**src/design/t8ie_pkg.sv**
```systemverilog
`default_nettype none
// ============================================================================
// t8ie_pkg
// Shared constants, codes and types of the tiny 8-bit instruction executor.
// ============================================================================
package t8ie_pkg;

    localparam int ADDR_BITS = 16;
    localparam int MEM_DEPTH = 1 << ADDR_BITS;

    localparam logic [1:0] MODE_WRITE  = 2'd0;
    localparam logic [1:0] MODE_SET_PC = 2'd1;
    localparam logic [1:0] MODE_READ   = 2'd2;
    localparam logic [1:0] MODE_STEP   = 2'd3;

    localparam logic [7:0] OP_NOP     = 8'hea;
    localparam logic [7:0] OP_LDA_IMM = 8'ha9;
    localparam logic [7:0] OP_LDA_ZP  = 8'ha5;
    localparam logic [7:0] OP_STA_ZP  = 8'h85;
    localparam logic [7:0] OP_STA_ABS = 8'h8d;
    localparam logic [7:0] OP_SEC     = 8'h38;
    localparam logic [7:0] OP_CLC     = 8'h18;
    localparam logic [7:0] OP_ADC_IMM = 8'h69;
    localparam logic [7:0] OP_INX     = 8'he8;
    localparam logic [7:0] OP_BCS     = 8'hb0;
    localparam logic [7:0] OP_JMP_ABS = 8'h4c;

    typedef enum logic [1:0] {
        ALU_INC,
        ALU_REL,
        ALU_ADC
    } alu_op_t;

    typedef struct packed {
        logic                 we;
        logic [ADDR_BITS-1:0] addr;
        logic [7:0]           wdata;
    } mem_req_t;

    typedef struct packed {
        logic [7:0]  executed_opcode;
        logic [15:0] program_counter;
        logic [7:0]  acc;
        logic [7:0]  index_x;
        logic        carry_flag;
        logic        zero_flag;
        logic [7:0]  read_data;
    } result_t;

    // True for opcodes that carry at least one operand byte.
    function automatic logic op_has_operand(input logic [7:0] op);
        return op inside {OP_LDA_IMM, OP_LDA_ZP, OP_STA_ZP, OP_STA_ABS,
                          OP_ADC_IMM, OP_BCS, OP_JMP_ABS};
    endfunction

endpackage
`default_nettype wire

```
**src/design/t8ie_alu.sv**
```systemverilog
`default_nettype none
// ============================================================================
// t8ie_alu
// Shared adder for program counter increments, branch targets and ADC.
// ============================================================================
module t8ie_alu (
    input  wire t8ie_pkg::alu_op_t          op,
    input  wire logic [t8ie_pkg::ADDR_BITS-1:0] pc,
    input  wire logic [7:0]                 acc,
    input  wire logic [7:0]                 operand,
    input  wire logic                       carry_in,
    output logic [16:0]                     sum
);

    logic [15:0] opa;
    logic [15:0] opb;
    logic        cin;

    always_comb
    begin
        opa = 16'(pc);
        opb = 16'd1;
        cin = 1'b0;
        case (op)
            t8ie_pkg::ALU_INC:
            begin
                opb = 16'd1;
            end
            t8ie_pkg::ALU_REL:
            begin
                opb = {{8{operand[7]}}, operand};
            end
            t8ie_pkg::ALU_ADC:
            begin
                opa = {8'd0, acc};
                opb = {8'd0, operand};
                cin = carry_in;
            end
            default:
            begin
                opb = 16'd1;
            end
        endcase
        sum = {1'b0, opa} + {1'b0, opb} + 17'(cin);
    end

endmodule
`default_nettype wire

```
**config.mk**
```make
export PLATFORM = sky130hd
export DESIGN_NAME = t8ie_alu
export DESIGN_NICKNAME = d
export VERILOG_FILES = /design/src/design/t8ie_pkg.sv /design/src/design/t8ie_alu.sv
export SDC_FILE = /design/constraint.sdc
export NUM_CORES = 1
export LEC_CHECK = 0
export ABC_AREA = 1
export BUFFER_PORTS_ARGS = -buffer_cell sky130_fd_sc_hd__buf_4
export CORE_MARGIN = 2
export CORE_UTILIZATION = 52
export DETAILED_ROUTE_END_ITERATION = 8
export GPL_TIMING_DRIVEN = 0
export PLACE_DENSITY_LB_ADDON = 0.2
export SYNTH_ARGS = -nofsm -noshare
export SYNTH_HDL_FRONTEND = slang
export SYNTH_SLANG_ARGS = --single-unit
```
**constraint.sdc**
```tcl
create_clock -name vclk -period 3.9
set_clock_uncertainty 0.2 [all_clocks]
set_input_delay 0.78 -clock vclk [all_inputs]
set_output_delay 0.78 -clock vclk [all_outputs]
set_load 0.1 [all_outputs]
```
==> impl_metrics.py, run 1 <==
metrics = {
    "logic_synthesis": {
        "synth-seq-area-share_pct": 0,
        "synth_common_cells": "100 x nand2_1, 56 x inv_1, 24 x nor2_1",
        "synth.area.top_cells": "nand2_1 29%, ha_1 17%, inv_1 16%, nor2_1 6.9%, nand2_2 4.3%",
        "synthCells": 255,
        "post-synth-top-area-cell": "nand2_1",
        "yosysMostFrequentCell": "nand2_1",
        "postSynthAreaPerCell_um2": 5.08,
        "ys_warn_count": 0,
        "syn_area_um2": 1300,
        "yosysUniqueCellTypes": 24,
        "synth_top_area_share_pct": 29.0,
        "synth.net_count": 310,
    },
    "place": {
        "post-place-ws_ps": -327,
        "port_buffers": 52,
        "gp_congestion": 0.866,
        "hpwlAfterDp_um": 2720,
    },
    "floorplan": {
        "io_pins": 52,
        "die_y_um": 53.9,
        "die_w_um": 53.9,
        "std_cell_rows": 18,
        "start_util_pct": 53.8,
    },
    "global_route": {
        "grt_max_degree": 9,
    },
    "run_status": {
        "first-error": "[ERROR DPL-0038] Utilization greater than 100%, impossible to legalize",
        "outcome": "did not finish",
        "failing_step": "5_1_grt",
    },
    "sta": {
        "worst-ep-kind": "output port",
        "grt_worst_setup_endpoint": "sum[11]",
    },
}
==> cell families after synthesis <==
family                     Yosys count  share of synthesized area [%]
xor gates and xnor gates             7                           4.73
adders and majority gates           20                           20.5
buffers and inverters               62                           18.1
and+or+nand+nor                    153                           50.8
muxes                                1                          0.772
AOI/OAI and AO/OA                   12                           5.12
==> repair_timing <==
item,CTS
hold buffers,0
resized for setup,41
setup endpoints to repair,13
buffers inserted,7
pin swaps,6
==> through the flow <==
step / TNS [ps] / hold WS [ps] / utilization, % / cell area [um^2] / instances
after CTS: -8.87 / 1980 / 85.6 / 2060 / 344
after detailed placement: -3330 / 1940 / 77.1 / 1860 / 337
after global placement: -2860 / 1940 / 77.1 / 1860 / 337
after floorplan: -222 / 1920 / - / 1430 / 255
==> inputs of run 2 (changes only) <==
Settings changed: CORE_AREA from default to 2 2 63 65, CORE_MARGIN 2 to default, CORE_UTILIZATION 52 to default, DIE_AREA from default to 0 0 65 67, PLACE_DENSITY_LB_ADDON 0.2 to 0.15.
==> run 2 against run 1 <==
The run now ends clean. Synthesized area did not move. Synthesized cell count did not move.
==> impl_metrics.py, run 2 <==
metrics = {
    "cells_and_area": {
        "synthToLayoutAreaGrowth_pct": 77.3,
        "drive_gt1_share_pct": 44.4,
        "antennaDiodeCount": 0,
        "clkbuf_count": 0,
        "layout_commonest_cell": "nand2_1",
        "stdcell_count": 363,
        "fillers": 349,
        "final_nets": 372,
        "seqCellArea_um2": 0,
        "final_cell_mix": "82 x nand2_1, 49 x inv_1, 46 x buf_4",
        "multi_input_area_um2": 1400,
        "fin_util_pct": 63.7,
        "seq_cell_count": 0,
    },
    "logic_synthesis": {
        "synth.net_count": 310,
        "syn_area_um2": 1300,
        "synth.area.top_cells": "nand2_1 29%, ha_1 17%, inv_1 16%, nor2_1 6.9%, nand2_2 4.3%",
        "synth-seq-area-share_pct": 0,
        "yosysUniqueCellTypes": 24,
        "post-synth-top-area-cell": "nand2_1",
        "ys_warn_count": 0,
        "synthCells": 255,
        "synth_common_cells": "100 x nand2_1, 56 x inv_1, 24 x nor2_1",
        "yosysMostFrequentCell": "nand2_1",
        "postSynthAreaPerCell_um2": 5.08,
        "synth_top_area_share_pct": 29.0,
    },
    "cts": {
        "hold_buffers": 0,
    },
    "setup_path": {
        "critical_path_class": "input port to output pin",
        "required_ps": 2920,
        "crit_chain": "buf_8 -> inv_8 -> ha_4 -> mux2i_4 -> fa_2 -> inv_2 -> fa_2 -> nand2_2 -> nand2_2 -> and2_4 -> nand2_2 -> nand2_4 -> xor2_4 -> buf_12",
        "worst_setup_path_end_kind": "output pin",
        "startpoint": "op[0]",
        "critPathBufInv": 4,
        "worstPathArrival_ps": 2830,
        "cp-endpoint": "sum[8]",
        "crit_fanout": 5,
        "cp.depth": 14,
        "cp-start-kind": "input port",
        "crit_slowest_cell": "fa_2",
        "path_common_cell": "nand2_2",
        "max_stage_delay_ps": 340,
        "path_delay_family": "adder cells",
    },
    "place": {
        "port_buffers": 52,
        "gp_congestion": 0.807,
        "hpwlAfterDp_um": 2880,
        "post-place-cells": 355,
    },
    "floorplan": {
        "die_w_um": 65,
        "die_y_um": 67,
        "std_cell_rows": 22,
        "die_area_um2": 4360,
        "core-area_um2": 3610,
        "start_util_pct": 35.9,
        "io_pins": 52,
    },
    "drt": {
        "routed_via_density": 4.45,
        "drt_pre_antenna_iters": 4,
        "drt_wl_total_um": 3610,
        "vias": 1616,
        "wl_per_cell_um": 9.93,
        "drtAntennaViolNets": 0,
        "drc": 0,
        "drtIter0Drc": 58,
    },
    "run_status": {
        "outcome": "finished clean",
    },
    "sta": {
        "post-route-min-period_ps": 3810,
        "setup_viol": 0,
        "hold_violations": 0,
        "rsz0062_at_grt": "yes",
        "max_clock_freq_mhz": 263,
        "fin_crit_sh_pct": 97.7,
        "setup_tns_ps": 0,
        "tightest_slew_ps": 278,
        "maxSlewHeadroom_pct": 81.4,
        "slew_viol_final": 0,
    },
    "power_and_ir_drop": {
        "total_leakage_power_nw": 1.27,
        "cellPowerDensity_nw_per_um2": 242,
        "peakVddDrop_mv": 0.127,
        "power_mw": 0.557,
    },
    "global_route": {
        "grt_max_degree": 9,
        "grt_pass1_vias": 1520,
        "use_met2_pct": 32.3,
        "met3_usage_pct": 0.338,
        "grt.busiest_layer": "met2",
        "grt_pass1_wl_um": 6150,
        "grtUsageTotal_pct": 17.0,
        "grt_use_met1_pct": 22.3,
        "antenna_found_initial": 0,
        "grt_overflow_total": 0,
    },
    "min_path": {
        "hold_path_class": "input port to output pin",
    },
    "run": {
        "maxCapViolCount": 0,
    },
}
==> run 2: per-layer routing <==
metal | wire length (um) | up-vias | share of wire [%]
met3 | 139 | 2 | 3.9
met4 | 7 | 0 | 0.19
met5 | 0 | - | 0
met2 | 1780 | 34 | 49
li1 | - | 874 | -
met1 | 1680 | 706 | 47
==> run 2: how the worst min path moves through the flow <==
| stage | endpoint | depth (start not counted) | start | slack, ps |
|---|---|---|---|---|
| 6_report | sum[0] | 5 | carry_in | 1980 |
| 5_1_grt | sum[0] | 5 | carry_in | 2010 |
| 4_1_cts | sum[0] | 5 | carry_in | 1990 |
| 3_5_place_dp | sum[0] | 5 | carry_in | 1950 |
| 3_3_place_gp | sum[0] | 5 | carry_in | 1950 |
| 2_1_floorplan | sum[0] | 3 | carry_in | 1920 |
==> run 2: area by class of cell <==
cell class / instances / area share [%]
buffer: 1 / 0.653
inverter: 60 / 10.3
multi-input combinational: 193 / 61.1
tap: 48 / 2.61
timing repair buffer: 61 / 25.4
==> run 2: through the flow <==
stage / area [um^2] / worst slack, ps / hold slack, ps
floorplan: 1430 / -152 / 1920
global placement: 1880 / -322 / 1950
detailed placement: 1880 / -338 / 1950
CTS: 2050 / 8.16 / 1990
global route: 2300 / -27.3 / 2010
finish: 2300 / 90.6 / 1980
==> run 2: what timing repair did <==
item / 4_1_cts / 5_1_grt
setup endpoints to repair: 13 / 13
hold endpoints to repair: 0 / 0
resized for setup: 39 / 48
pin swaps: 11 / 17
buffers inserted: 5 / 4
==> run 2: power breakdown <==
part           total [mW]  internal (mW)  switching, mW
clock network           0              0              0
registers               0              0              0
logic               0.557          0.184          0.373
==> run 2: kinds of logic after synthesis <==
family	count (synthesis)	synth area share, %
adders and majority gates	20	20.5
buffers and inverters	62	18.1
muxes	1	0.772
and+or+nand+nor	153	50.8
xor gates and xnor gates	7	4.73
AOI/OAI and AO/OA	12	5.12
No activity file was read; power rests on OpenSTA's default activity.
